[config.mk]
export PLATFORM = sky130hd
export DESIGN_NAME = priority_stack_sorted_insert
export DESIGN_NICKNAME = d
export VERILOG_FILES = /design/src/pssi_pkg.sv /design/src/pssi_cell.sv /design/src/priority_stack_sorted_insert.sv
export SDC_FILE = /design/constraint.sdc
export NUM_CORES = 2
export LEC_CHECK = 0
export BUFFER_PORTS_ARGS = -buffer_cell sky130_fd_sc_hd__clkbuf_2
export CORE_MARGIN = 1
export CORE_UTILIZATION = 49
export DETAILED_ROUTE_END_ITERATION = 12
export HOLD_SLACK_MARGIN = 0.08
export PLACE_DENSITY = 0.62
export SETUP_SLACK_MARGIN = 0.02
export SYNTH_ARGS = -nofsm -noshare
export SYNTH_HDL_FRONTEND = slang
export SYNTH_SLANG_ARGS = --single-unit
[constraint.sdc]
create_clock -name i_clk -period 14.45 [get_ports i_clk]
set_input_delay 2.89 -clock i_clk [delete_from_list [all_inputs] [get_ports i_clk]]
set_output_delay 2.89 -clock i_clk [all_outputs]
set_load 0.01 [all_outputs]
[src/pssi_pkg.sv]
// Package for the sorted-insert priority stack.
// Holds the request and status codes and the control bundle that the top level
// hands to every slot cell. It depends on nothing.
`default_nettype none

package pssi_pkg;

    localparam logic REQ_PUSH = 1'b0;
    localparam logic REQ_POP  = 1'b1;

    localparam logic [1:0] ST_OK    = 2'd0;
    localparam logic [1:0] ST_FULL  = 2'd1;
    localparam logic [1:0] ST_EMPTY = 2'd2;
    localparam logic [1:0] ST_PRI   = 2'd3;

    localparam int PADDR_W = 3;
    localparam int PDATA_W = 32;

    typedef struct packed {
        logic push;
        logic pop;
    } t_cell_ctl;

endpackage

`default_nettype wire

[src/pssi_cell.sv]
// One slot of the sorted priority stack.
// Holds a value and a priority, and on each update keeps its entry, takes the new
// entry, or takes its left or right neighbor's entry. Uses pssi_pkg.
`default_nettype none

module pssi_cell
    import pssi_pkg::*;
#(
    parameter int VALUE_WIDTH    = 32,
    parameter int PRIORITY_WIDTH = 8
) (
    input  wire                      i_clk,
    input  t_cell_ctl                i_ctl,
    input  wire                      i_occupied,
    input  wire [VALUE_WIDTH-1:0]    i_new_value,
    input  wire [PRIORITY_WIDTH-1:0] i_new_prio,
    input  wire                      i_left_keep,
    input  wire [VALUE_WIDTH-1:0]    i_left_value,
    input  wire [PRIORITY_WIDTH-1:0] i_left_prio,
    input  wire [VALUE_WIDTH-1:0]    i_right_value,
    input  wire [PRIORITY_WIDTH-1:0] i_right_prio,
    output logic                     o_keep,
    output logic [VALUE_WIDTH-1:0]   o_value,
    output logic [PRIORITY_WIDTH-1:0] o_prio
);

    logic [VALUE_WIDTH-1:0]    r_value;
    logic [PRIORITY_WIDTH-1:0] r_prio;
    logic [VALUE_WIDTH-1:0]    n_value;
    logic [PRIORITY_WIDTH-1:0] n_prio;

    // An entry stays in place when it strictly outranks the new one.
    assign o_keep = i_occupied && (r_prio > i_new_prio);

    always_comb begin
        n_value = r_value;
        n_prio  = r_prio;
        if (i_ctl.push && !o_keep) begin
            if (i_left_keep) begin
                n_value = i_new_value;
                n_prio  = i_new_prio;
            end else begin
                n_value = i_left_value;
                n_prio  = i_left_prio;
            end
        end else if (i_ctl.pop) begin
            n_value = i_right_value;
            n_prio  = i_right_prio;
        end
    end

    always_ff @(posedge i_clk) begin
        r_value <= n_value;
        r_prio  <= n_prio;
    end

    assign o_value = r_value;
    assign o_prio  = r_prio;

endmodule

`default_nettype wire

[src/priority_stack_sorted_insert.sv]
// Top level of the sorted-insert priority stack.
// Instantiates a row of pssi_cell slots, the request checks, the result register
// and the configuration port. Uses pssi_pkg.
//
// The stack keeps up to CAPACITY entries in a row of cells sorted by descending
// priority, with cell 0 as the top. A push enters above all stored entries of
// equal priority and a pop removes the top. Every cell compares its priority with
// the incoming one in parallel and shifts with its neighbor, so one request is
// taken per cycle while the output is not stalled; its result beat appears on the
// cycle after acceptance. A new request is taken while the result of the previous
// one is being taken. Rejected requests (push above the priority limit, push when
// full, pop when empty) leave the stack unchanged. No clearing pass follows reset.
`default_nettype none

module priority_stack_sorted_insert
    import pssi_pkg::*;
#(
    parameter int CAPACITY       = 16,
    parameter int VALUE_WIDTH    = 32,
    parameter int PRIORITY_WIDTH = 8
) (
    input  wire                       i_clk,
    input  wire                       i_rst_n,
    input  wire                       i_valid,
    output logic                      o_stall,
    input  wire                       i_req_type,
    input  wire [VALUE_WIDTH-1:0]     i_elem_value,
    input  wire [PRIORITY_WIDTH-1:0]  i_elem_priority,
    output logic                      o_valid,
    input  wire                       i_stall,
    output logic [1:0]                o_status,
    output logic [VALUE_WIDTH-1:0]    o_top_value,
    output logic [PRIORITY_WIDTH-1:0] o_top_priority,
    output logic                      o_is_empty,
    output logic [4:0]                o_entry_count,
    input  wire                       psel,
    input  wire                       penable,
    input  wire                       pwrite,
    input  wire [PADDR_W-1:0]         paddr,
    input  wire [PDATA_W-1:0]         pwdata,
    output logic [PDATA_W-1:0]        prdata,
    output logic                      pready
);

    localparam int CW = $clog2(CAPACITY + 1);

    logic [CW-1:0]             r_count;
    logic [CW-1:0]             n_count;
    logic [PRIORITY_WIDTH-1:0] r_max_prio;
    logic                      r_out_valid;
    logic [1:0]                r_status;
    logic [1:0]                n_status;
    logic                      accept;
    logic                      cfg_write;
    t_cell_ctl                 ctl;
    logic [31:0]               count_ext;

    logic [VALUE_WIDTH-1:0]    cell_value [CAPACITY];
    logic [PRIORITY_WIDTH-1:0] cell_prio  [CAPACITY];
    logic                      cell_keep  [CAPACITY];

    assign pready    = 1'b1;
    assign cfg_write = psel && penable && pwrite && pready && (paddr[PADDR_W-1] == 1'b0);
    assign prdata    = (paddr[PADDR_W-1] == 1'b0) ? PDATA_W'(r_max_prio) : '0;

    assign o_stall = r_out_valid && i_stall;
    assign accept  = i_valid && !o_stall;

    always_comb begin
        n_status = ST_OK;
        n_count  = r_count;
        ctl      = '0;
        if (i_req_type == REQ_PUSH) begin
            if (i_elem_priority > r_max_prio) begin
                n_status = ST_PRI;
            end else if (r_count == CW'(CAPACITY)) begin
                n_status = ST_FULL;
            end else begin
                ctl.push = accept;
                n_count  = r_count + 1'b1;
            end
        end else begin
            if (r_count == '0) begin
                n_status = ST_EMPTY;
            end else begin
                ctl.pop = accept;
                n_count = r_count - 1'b1;
            end
        end
    end

    always_ff @(posedge i_clk) begin
        if (!i_rst_n) begin
            r_count     <= '0;
            r_max_prio  <= '1;
            r_out_valid <= 1'b0;
        end else begin
            if (cfg_write) begin
                r_max_prio <= pwdata[PRIORITY_WIDTH-1:0];
            end
            if (accept) begin
                r_count     <= n_count;
                r_out_valid <= 1'b1;
            end else if (!i_stall) begin
                r_out_valid <= 1'b0;
            end
        end
    end

    always_ff @(posedge i_clk) begin
        if (accept) begin
            r_status <= n_status;
        end
    end

    for (genvar gi = 0; gi < CAPACITY; gi++) begin : g_cell
        logic                      left_keep;
        logic [VALUE_WIDTH-1:0]    left_value;
        logic [PRIORITY_WIDTH-1:0] left_prio;
        logic [VALUE_WIDTH-1:0]    right_value;
        logic [PRIORITY_WIDTH-1:0] right_prio;

        if (gi == 0) begin : g_first
            assign left_keep  = 1'b1;
            assign left_value = i_elem_value;
            assign left_prio  = i_elem_priority;
        end else begin : g_inner
            assign left_keep  = cell_keep[gi-1];
            assign left_value = cell_value[gi-1];
            assign left_prio  = cell_prio[gi-1];
        end

        if (gi == CAPACITY - 1) begin : g_last
            assign right_value = cell_value[gi];
            assign right_prio  = cell_prio[gi];
        end else begin : g_mid
            assign right_value = cell_value[gi+1];
            assign right_prio  = cell_prio[gi+1];
        end

        pssi_cell #(
            .VALUE_WIDTH   (VALUE_WIDTH),
            .PRIORITY_WIDTH(PRIORITY_WIDTH)
        ) u_cell (
            .i_clk        (i_clk),
            .i_ctl        (ctl),
            .i_occupied   (CW'(gi) < r_count),
            .i_new_value  (i_elem_value),
            .i_new_prio   (i_elem_priority),
            .i_left_keep  (left_keep),
            .i_left_value (left_value),
            .i_left_prio  (left_prio),
            .i_right_value(right_value),
            .i_right_prio (right_prio),
            .o_keep       (cell_keep[gi]),
            .o_value      (cell_value[gi]),
            .o_prio       (cell_prio[gi])
        );
    end

    assign count_ext      = 32'(r_count);
    assign o_valid        = r_out_valid;
    assign o_status       = r_status;
    assign o_is_empty     = (r_count == '0);
    assign o_top_value    = o_is_empty ? '0 : cell_value[0];
    assign o_top_priority = o_is_empty ? '0 : cell_prio[0];
    assign o_entry_count  = count_ext[4:0];

endmodule

`default_nettype wire
==> impl_metrics.toml <==
[critical_path]
reg2reg_slack_ns = 8.98
crit_type = "in -> reg"
startpoint = "i_elem_priority[0]"
cp.required_ns = 14.67
cp_max_fo = 256
crit_top_cell = "buf_4"
cp-start-kind = "input port"
arrival_ns = 7.98
cp_slowest_cell = "nand2b_2"
r2r_start = "o_entry_count[0]"
slowest_delay_ns = 1.01
rr_worst_depth = 10
worstPathCellList = "clkbuf_2, buf_4, inv_1, ha_1, nand4_1, nor2_1, a21oi_1, nor3_4, buf_12, buf_4, and2_1, buf_4, nand2b_2"
cp-end-kind = "flop"

[floorplan]
core_um2 = 76200
core.rowCount = 101
die_height_um = 280
die_w_um = 280
dieArea_um2 = 78400
initial_core_util_pct = 49.7
io_pins = 166

[drt]
drcViolationCount = 0
routedWlPerCell_um = 21.5
via_per_inst = 6.20
detail-route-antenna-nets = 0
drt_wl_total_um = 92000
first_iter_violations = 2559
vias = 26500
dr.pass1.iters = 8

[timing]
rsz0062_at_grt = "false"
clock.fmax_mhz = 129
setup_viol = 0
final.min_clock_period_ns = 7.76
skew_ns = 0.0212
min_period_over_period_pct = 53.7
slew_headroom_pct = 20.3
final_max_slew_viol_count = 0
whs_ns = 0.537
finalSetupTns_ns = 0
finalHoldViolations = 0
worst_pin_slew_ns = 1.20

[power]
leakagePower_nw = 16.2
power_density_nw_per_um2 = 138
power_mw = 5.60
seq_power_share_pct = 47.3
p_sw_share_pct = 30.5
p_clk_share_pct = 30.6
power_switching_mw = 1.71
internal_power_mw = 3.89
p_comb_share_pct = 22.2
peakVddDrop_mv = 0.117

[logic_synthesis]
netlist.top_cell.by_area = "edfxtp_1"
synth_top_area_share_pct = 50.9
yosys_warnings = 0
ys_ff_latch = 656
synth.avg_cell_area_um2 = 11.4
synth_cells = 3314
async_reset_ff_share_pct = 0
synth_edf_count = 642
seq_area_frac_synth_pct = 51.7
synth_most_common_cell = "edfxtp_1"
yosys-top-cells-count = "edfxtp_1 (642), mux2i_1 (573), a21oi_1 (468), a31oi_1 (352), o21ai_0 (322)"
yosys-top-cells-area = "edfxtp_1 (51%), mux2i_1 (15%), a21oi_1 (6.2%), a31oi_1 (5.8%), ha_1 (4.6%)"
ys_types = 52
netlist_area_um2 = 37900
synth_flop_cell = "edfxtp_1"

[min_path]
worstHoldStart = "r_max_prio[6]"
hold_path.class = "reg -> reg"
worstHoldPathCells = 2

[clock_tree]
cts-root-buf = "clkbuf_16"
cts_tree = "built"
cts_setup_buffers = 0
cts.sinks = 656
clk_pin_slew_ns = 0.06
cts_resized = 0
post_cts_hold_buffer_count = 0
clockBufferDepth = 3
clkLatencyLatePin_ns = 0.62
cts_made_buffers = 72
cts_max_level = 3

[grt]
grt_use_total_pct = 23.0
grt_pass1_vias = 25500
grt-ovfl-total = 0
grt_first_pass_wirelength_um = 145000
grt_max_degree = 257
antenna_found_initial = 3

[placed_design]
dp_hpwl_um = 60200
port_buffers = 114
routabilityCongestion = 0.859
dp.cells = 4153

[finish]
nets = 3420
stdcell_count = 4284
drive_gt1_share_pct = 9.94
synthToLayoutAreaGrowth_pct = 7.59
filler_cell_count = 6552

[outcome]
status = "finished clean"

[job]
maxCapViolCount = 0
## state kept, by name (all words and copies together), names as in the netlist
signal,flops
g_cell.u_cell.o_prio,128
g_cell.u_cell.o_value,512
o_entry_count,5
o_status,2
o_valid,1
r_max_prio,8
## metrics by stage
step           utilization, %  instance area (um2)  setup WS, ns
3_5_place_dp             50.6                38600          5.97
2_1_floorplan               -                38000          7.69
5_1_grt                  53.5                40700          6.29
6_report                 53.5                40700          6.69
4_1_cts                  53.5                40700          6.61
3_3_place_gp             50.6                38600          6.04
## placed cells by master, fill, tap and decap left out, drive strengths merged, types with 2 or more instances in the layout
master    n
o311ai    2
o21a      9
a21oi   468
mux2i   573
o22a      2
nand3     4
and4b     4
a31oi   352
nor2b    54
nand2    49
inv      40
nand3b    2
o21ai   352
o22ai     4
mux2     71
nand2b   10
conb     25
nor2     42
ha      140
dfxtp    14
clkbuf  212
o211ai   18
a41oi     2
a211oi   19
and2      4
o31ai     9
edfxtp  642
nand4    31
clkinv   25
a21o      8
nor3      6
buf      46
a22oi     2
diode     3
## power by group through the flow
stage	Combinational, mW	Sequential (mW)	Clock (mW)
6_report	1.24	2.65	1.71
5_1_grt	1.37	2.68	1.82
4_1_cts	1.24	2.64	1.75
3_5_place_dp	1.23	2.68	0
3_3_place_gp	1.19	2.67	0
2_1_floorplan	0.945	2.61	0
## per-layer routing
metal  vias to the layer above  wire (um)  track usage [%]
li1                      12600          -                -
met1                     12800      45100             35.9
met2                       966      39100             33.4
met3                       117       6210             2.87
met4                         0       1530             5.97
met5                         -          0                0
## cell type report
type	count	area, um2	area share (%)
Antenna cell	3	7.51	0.0184
Clock buffer	98	1960	4.81
Clock inverter	30	180	0.442
Inverter	36	135	0.332
Multi-Input combinational cell	2271	16700	40.9
Sequential cell	656	19600	48.0
Tap cell	1030	1290	3.16
Timing Repair Buffer	160	928	2.28
## critical path, delay by kind of cell
family / cells / cell delay, ns
buffers and inverters: 6 / 2.76
and+or+nand+nor: 5 / 1.74
adders and majority gates: 1 / 0.36
AOI/OAI and AO/OA: 1 / 0.13
## logic make-up (layout without fill, tap and decap cells)
logic type	count (synthesis)	after routing	share of synthesized area (%)
flip-flops	656	656	51.7
AND/OR/NAND/NOR	212	212	2.96
XOR/XNOR	1	1	0.0231
adder cells (fa/ha/maj)	140	140	4.63
multiplexers	644	644	17.3
other	2	28	0.0198
AO/OA/AOI/OAI	1249	1249	18.3
buffers and inverters	410	324	5.17
## final timing paths
kind,end
max,g_cell[2].u_cell.o_value[23]
min,r_max_prio[6]
max reg2reg,g_cell[2].u_cell.o_value[23]
min reg2reg,r_max_prio[6]
Note: power is estimated with default switching activity, not from simulation.
